$ cat src/sv/psw_pkg.sv
package psw_pkg;

    // Distance datapath widths.
    localparam int PIX_W  = 8;
    localparam int MAG_W  = 33;
    localparam int MZ_W   = 32;
    localparam int SQ_W   = 2 * MAG_W;
    localparam int SUM_W  = 68;
    localparam int FRAC_SHIFT = 30;

    // Square root: one result bit per pipeline stage.
    localparam int ROOT_W = 50;
    localparam int RAD_W  = 2 * ROOT_W;
    localparam int REM_W  = ROOT_W + 2;

    // Phase multiply, split into 25 x 32 partial products.
    localparam int RLO_W  = 25;
    localparam int KLO_W  = 32;
    localparam int PP_W   = RLO_W + KLO_W;
    localparam int ACC_W  = 80;
    localparam int PHASE_W = 16;
    localparam logic [63:0] INV_TWO_PI = 64'h28BE60DB9391054A;

    // Quarter-wave polynomial in Q30.
    localparam int Q_W    = 31;
    localparam int P_W    = 62;
    localparam int M_W    = 15;
    localparam int OUT_W  = 16;
    localparam logic [M_W-1:0] QUARTER = 15'd16384;
    localparam logic [Q_W-1:0] SIN_A1 = 31'd1686629713;
    localparam logic [Q_W-1:0] SIN_A3 = 31'd693598668;
    localparam logic [Q_W-1:0] SIN_A5 = 31'd85569306;
    localparam logic [Q_W-1:0] SIN_A7 = 31'd5026995;
    localparam logic [Q_W-1:0] SIN_A9 = 31'd172272;
    localparam logic [M_W-1:0] Q_MAX  = 15'd32767;

    localparam logic [30:0] SOURCE_Z_RESET = 31'd5000000;

    typedef enum logic [1:0] {
        REG_SOURCE_X     = 2'd0,
        REG_SOURCE_Y     = 2'd1,
        REG_SOURCE_Z     = 2'd2,
        REG_PHASE_OFFSET = 2'd3
    } reg_index_t;

    typedef struct packed {
        logic signed [31:0] source_x;
        logic signed [31:0] source_y;
        logic [30:0]        source_z;
        logic [15:0]        phase_offset;
    } cfg_t;

    // Horner coefficient used by polynomial stage j (stages 2 to 5).
    function automatic logic [Q_W-1:0] horner_coef(input int j);
        logic [Q_W-1:0] c;
        case (j)
            2:       c = SIN_A7;
            3:       c = SIN_A5;
            4:       c = SIN_A3;
            default: c = SIN_A1;
        endcase
        return c;
    endfunction

endpackage

$ cat src/sv/psw_phase.sv
module psw_phase (
    input  logic                        clk,
    input  logic                        rst_n,
    input  logic                        en,
    input  logic                        root_valid,
    input  logic [psw_pkg::ROOT_W-1:0]  root,
    input  logic [15:0]                 phase_offset,
    output logic                        phase_valid,
    output logic [psw_pkg::PHASE_W-1:0] phase
);
    import psw_pkg::*;

    logic [PP_W-1:0]    p00_reg, p01_reg, p10_reg, p11_reg;
    logic [ACC_W-1:0]   lo_reg, hi_reg;
    logic [PHASE_W-1:0] raw_reg, phase_reg;
    logic [3:0]         vld_reg;

    always_ff @(posedge clk or negedge rst_n)
    begin
        if (!rst_n)
        begin
            vld_reg <= '0;
        end
        else if (en)
        begin
            vld_reg <= {vld_reg[2:0], root_valid};
        end
    end

    // Only bits 79:64 of root * (1 / 2pi) are needed, so the sums stop at 80 bits.
    always_ff @(posedge clk)
    begin
        if (en)
        begin
            p00_reg <= PP_W'(root[RLO_W-1:0]) * PP_W'(INV_TWO_PI[KLO_W-1:0]);
            p01_reg <= PP_W'(root[RLO_W-1:0]) * PP_W'(INV_TWO_PI[63:KLO_W]);
            p10_reg <= PP_W'(root[ROOT_W-1:RLO_W]) * PP_W'(INV_TWO_PI[KLO_W-1:0]);
            p11_reg <= PP_W'(root[ROOT_W-1:RLO_W]) * PP_W'(INV_TWO_PI[63:KLO_W]);
            lo_reg  <= ACC_W'(p00_reg) + (ACC_W'(p10_reg) << RLO_W);
            hi_reg  <= (ACC_W'(p01_reg) << KLO_W) + (ACC_W'(p11_reg) << (RLO_W + KLO_W));
            raw_reg <= PHASE_W'((lo_reg + hi_reg) >> 64);
            phase_reg <= raw_reg + phase_offset;
        end
    end

    assign phase_valid = vld_reg[3];
    assign phase       = phase_reg;

endmodule

$ cat config.mk
export PLATFORM = sky130hd
export DESIGN_NAME = psw_phase
export DESIGN_NICKNAME = d
export VERILOG_FILES = /design/src/sv/psw_pkg.sv /design/src/sv/psw_phase.sv
export SDC_FILE = /design/constraint.sdc
export NUM_CORES = 2
export LEC_CHECK = 0
export BUFFER_PORTS_ARGS = -buffer_cell sky130_fd_sc_hd__clkbuf_2
export CORE_AREA = 4 4 362 221
export CTS_CLUSTER_DIAMETER = 150
export DETAILED_ROUTE_END_ITERATION = 10
export DIE_AREA = 0 0 366 225
export HOLD_SLACK_MARGIN = 0.08
export PLACE_DENSITY = 0.8
export SLEW_MARGIN = 5
export SYNTH_ARGS = -nofsm -noshare
export SYNTH_HDL_FRONTEND = slang
export SYNTH_SLANG_ARGS = --single-unit
$ cat constraint.sdc
create_clock -name clk -period 4 [get_ports clk]
set_input_delay 1 -clock clk [delete_from_list [all_inputs] [get_ports clk]]
set_output_delay 1 -clock clk [all_outputs]
set_load 0.05 [all_outputs]
; ---- Yosys cells after proc, flatten, opt, wreduce, memory -nomap -nowiden
; Cells that the tools add are included.
[word_totals]
wordCells = 17
input_bits = 70
out_inout_bits = 17
ff_bits = 377
[op_classes]
mul = 4
add_sub_neg = 4
[ops]
columns = operator, n
row1 = 80-bit adder, 2
row2 = 57-bit by 80-bit adder with 80-bit output, 1
row3 = 25-bit by 31-bit multiplier with 56-bit output (second input constant), 1
row4 = 25-bit by 31-bit multiplier with 54-bit output (second input constant), 1
row5 = 25-bit by 30-bit multiplier with 48-bit output (second input constant), 1
row6 = 25-bit by 30-bit multiplier with 23-bit output (second input constant), 1
row7 = 16-bit adder, 1

; ---- Logic depth before layout (Yosys ltp)
[logic_depth]
depth_word = 1
mapped_depth = 26
mapped_depth_nobuf = 26

; ---- Worst setup path after synthesis
; No wires, ideal clock.
[synth_timing]
kind = in2reg
from = in root[4] (netlist name)
to = reg p00_reg[56], data pin
setup_time_ps = 255
n_path_buf = 0
arrival_ps = 7008
path_slack_ps = -3263
required_ps = 3745
stages = 23
path_cell_list = fa_1 inv_1 fa_1 inv_1 ha_1 fa_1 fa_1 inv_1 fa_1 fa_1 inv_1 ha_1 nand2_1 a2bb2oi_1 a21oi_1 o211ai_1 nand3_1 o31a_1 a221o_1 a21oi_4 o221ai_2 or4_1 and3_1
[synth_via]
elab_chain_len = 1
[synth_lines]
columns = item, line
row1 = from (decl), psw_phase.sv:6  ; input logic [psw_pkg::ROOT_W-1:0] root,
row2 = 25-bit by 31-bit multiplier with 56-bit output, psw_phase.sv:35  ; p00_reg <= PP_W'(root[RLO_W-1:0]) * PP_W'(INV_TWO_PI[KLO_W-1:0]);
row3 = to (signal assigned), psw_phase.sv:35
row4 = to (decl), psw_phase.sv:13  ; logic [PP_W-1:0] p00_reg, p01_reg, p10_reg, p11_reg;
; No other way between the ends.
; A chain may end at the register's enable or synchronous reset.

; ---- Worst setup path after layout
[layout_timing]
from = in root[6] (netlist name)
to = reg p01_reg[45], data pin
[layout_via]
elab_chain_len = 1
[layout_lines]
columns = item, line
row1 = 25-bit by 30-bit multiplier with 48-bit output, psw_phase.sv:36  ; p01_reg <= PP_W'(root[RLO_W-1:0]) * PP_W'(INV_TWO_PI[63:KLO_W]);
row2 = to (signal assigned), psw_phase.sv:36
row3 = to (decl), psw_phase.sv:13
; No other way between the ends.

==> flow_summary.toml <==
[outcome]
outcome = "complete, but fails checks"
violations = "antenna violations, negative setup slack"

[run]
max-cap-violations = 0

[die]
rows = 79
die_h_um = 225
core_area_mm2 = 0.0768
start_util = 0.644
chipWidth_um = 366
die-area_mm2 = 0.0824
ios = 87

[placement]
place_area_mm2 = 0.0586
pre_cts_slack_ns = -3.59
place_hpwl_um = 126000
io_buffer_count = 86
gp_congestion = 1.04

[sta]
report.final.slew_viol_count = 0
fmax_mhz = 141
period_share = 1.77
clock_skew_ns = 0.0161
setup_violations = 132
worst_pin_slew_ns = 1.27
slew_headroom = 0.146
rsz0062_at_grt = "true"
hold_violations = 0
finalSetupTns_ns = -255.65
period_needed_ns = 7.09
fin_ws_ns = -3.09

[synth]
synth_ff_type = "edfxtp_1"
netlist_top_cells_area = "fa_1, ha_1, edfxtp_1, inv_1, xnor2_1"
syn_area_mm2 = 0.0495
ys_warn_count = 0
synth_area_per_cell_um2 = 10.6
synthTopCellsByCount = "inv_1, ha_1, fa_1, edfxtp_1, xnor2_1"
synth_top_cell_by_area = "fa_1"
yosys.area.top_type_share = 0.292
synthArstFlopShare = 0.0139
synth_edf_count = 283
synth-seq-area-share = 0.174
synth.most_common_cell = "inv_1"
syn-instance-count = 4647
synth-seq-cells = 287
yosysUniqueCellTypes = 74
synth_fp_nets = 6507

[critical_path]
crit_buf_inv = 6
critPathSlowestCell = "fa_1"
crit_family = "adder cells"
arrival_ns = 7.41
worst-setup-path-type = "in2reg"
startpoint_type = "input pin"
cp_data_required_time_ns = 4.32
critPathMaxFanout = 3
path_cells = "buf_8, fa_2, inv_2, buf_4, fa_1, inv_2, fa_1, fa_1, inv_2, fa_2, fa_2, fa_1, inv_2, ha_4, a21oi_4, o21ai_2, a221o_1, a311oi_2, nor2_2, o21ai_4, nor3_4, o41ai_2, xnor2_1"
end_kind = "flop"
slowest_delay_ns = 0.62

[finish]
area_delta_synth_final_pct = 27.6
finalInstanceArea_mm2 = 0.0631
layout.nets = 7500
largest_register_ffs = 53
drive_above_1_share = 0.280

[global_route]
overflow = 0
track_usage = 0.364
grt_max_degree = 79
grt_pass1_vias = 39741
grt_pass1_wl_um = 227000
antenna_found_initial = 8

[route]
drt_iter0_markers = 3775
num_vias = 38675
via_per_inst = 5.79
drc = 0
totalWireLength_um = 158000
dr.pass1.iters = 6
avgRoutedWirePerCell_um = 23.7
detail-route-antenna-nets = 1

[cts]
cts.clk_slew.worst_paths_ns = 0.07
cts.sinks = 287
hold_buffers = 0
cts_htree_levels = 1
clk_latency_ns = 0.58
cts_buffers = 25
cts.path.max_buffers = 3
clockRootBuffer = "clkbuf_16"
cts_tree = "done"

[worst_hold_path]
hold_path_class = "in2async"
==> placed cells by master (no fill, tap or decap), drive strengths merged, types with 13 or more instances in the layout <==
master / synthesis / final
a211oi: 18 / 18
o21ai: 93 / 93
nand2b: 23 / 23
o21a: 32 / 32
o211ai: 13 / 13
and2: 17 / 17
nand2: 88 / 88
xor2: 81 / 81
nor3: 36 / 36
nor2b: 33 / 33
nand3: 50 / 50
a21o: 86 / 86
edfxtp: 283 / 283
a31oi: 17 / 17
inv: 1284 / 1283
and3: 19 / 19
fa: 721 / 721
nand4: 30 / 30
xnor2: 176 / 176
clkbuf: 2 / 98
a21boi: 13 / 13
ha: 1069 / 1069
nor2: 136 / 136
buf: 0 / 900
or2: 14 / 14
a21oi: 167 / 167
o21bai: 21 / 21
==> kinds of logic (layout without fill, tap and decap cells) <==
| group | Yosys count | after routing | synth area share |
|---|---|---|---|
| simple gates | 480 | 480 | 0.0483 |
| buf+inv | 1286 | 2296 | 0.0976 |
| other cells | 0 | 7 | 0 |
| xor+xnor | 257 | 257 | 0.0455 |
| flops | 287 | 287 | 0.174 |
| compound gates | 541 | 541 | 0.0713 |
| fa+ha+maj | 1790 | 1790 | 0.562 |
| mux | 6 | 6 | 0.00132 |
==> stage by stage <==
step	hold WS, ns	utilization	cells
3_5_place_dp	0.406	0.762	6512
2_1_floorplan	0.400	-	4647
3_3_place_gp	0.403	0.762	6512
5_1_grt	0.195	0.822	6669
4_1_cts	0.200	0.800	6619
6_report	0.209	0.822	6676
==> layer usage <==
metal  share of wire  vias to the layer above  GRT usage  routed length [µm]
met2            0.41                     2109      0.513               64900
met1            0.41                    19198      0.534               65000
met3            0.16                      352      0.166               24700
met5        0.000082                        -          0                  13
li1                -                    17014          -                   -
met4           0.023                        2     0.0424                3670
==> final timing paths <==
| path | from | to | slack [ns] | cells past startpoint |
|---|---|---|---|---|
| worst max register to register | lo_reg[40] | raw_reg[15] | 0.20 | 12 |
| worst min-delay path | rst_n | vld_reg[3] | 0.21 | 1 |
| min in group clk | p01_reg[18] | hi_reg[50] | 0.43 | 0 |
| worst max-delay path | root[6] | p01_reg[45] | -3.09 | 23 |
| max in group asynchronous | rst_n | vld_reg[1] | 3.67 | 1 |
| worst min register to register | p01_reg[18] | hi_reg[50] | 0.43 | 0 |
==> layout make-up <==
| cell class | instances | area, µm² |
|---|---|---|
| Antenna cell | 7 | 17.5 |
| Clock buffer | 30 | 644 |
| Clock inverter | 14 | 178 |
| Inverter | 1284 | 4870 |
| Sequential cell | 287 | 8600 |
| Timing Repair Buffer | 968 | 8090 |
| Fill cell | 4056 | 13700 |
| Tap cell | 1012 | 1270 |
| Multi-Input combinational cell | 3074 | 39500 |
==> worst register-to-register path, stage by stage, from the launching register on <==
cell and delay, ns:
edfxtp_1 0.49, ha_1 0.39, a211oi_1 0.42, nand3_1 0.14, or4_1 0.48, nand4_1 0.13, a311oi_1 0.19, o31ai_2 0.42
o21ai_0 0.24, nand4_1 0.15, nand4b_1 0.15, a21oi_1 0.25, xnor2_1 0.09
==> repair_timing <==
item	4_1_cts	5_1_grt
endpoints found under the setup margin	134	137
resized for setup	350	310
hold endpoints to repair	0	0
gates cloned	0	0
buffers inserted	85	78
pin swaps	173	206
Power is left out: the tool's default activity adds up to more than one toggle a clock period on the data nets, which glitch-free logic cannot reach.
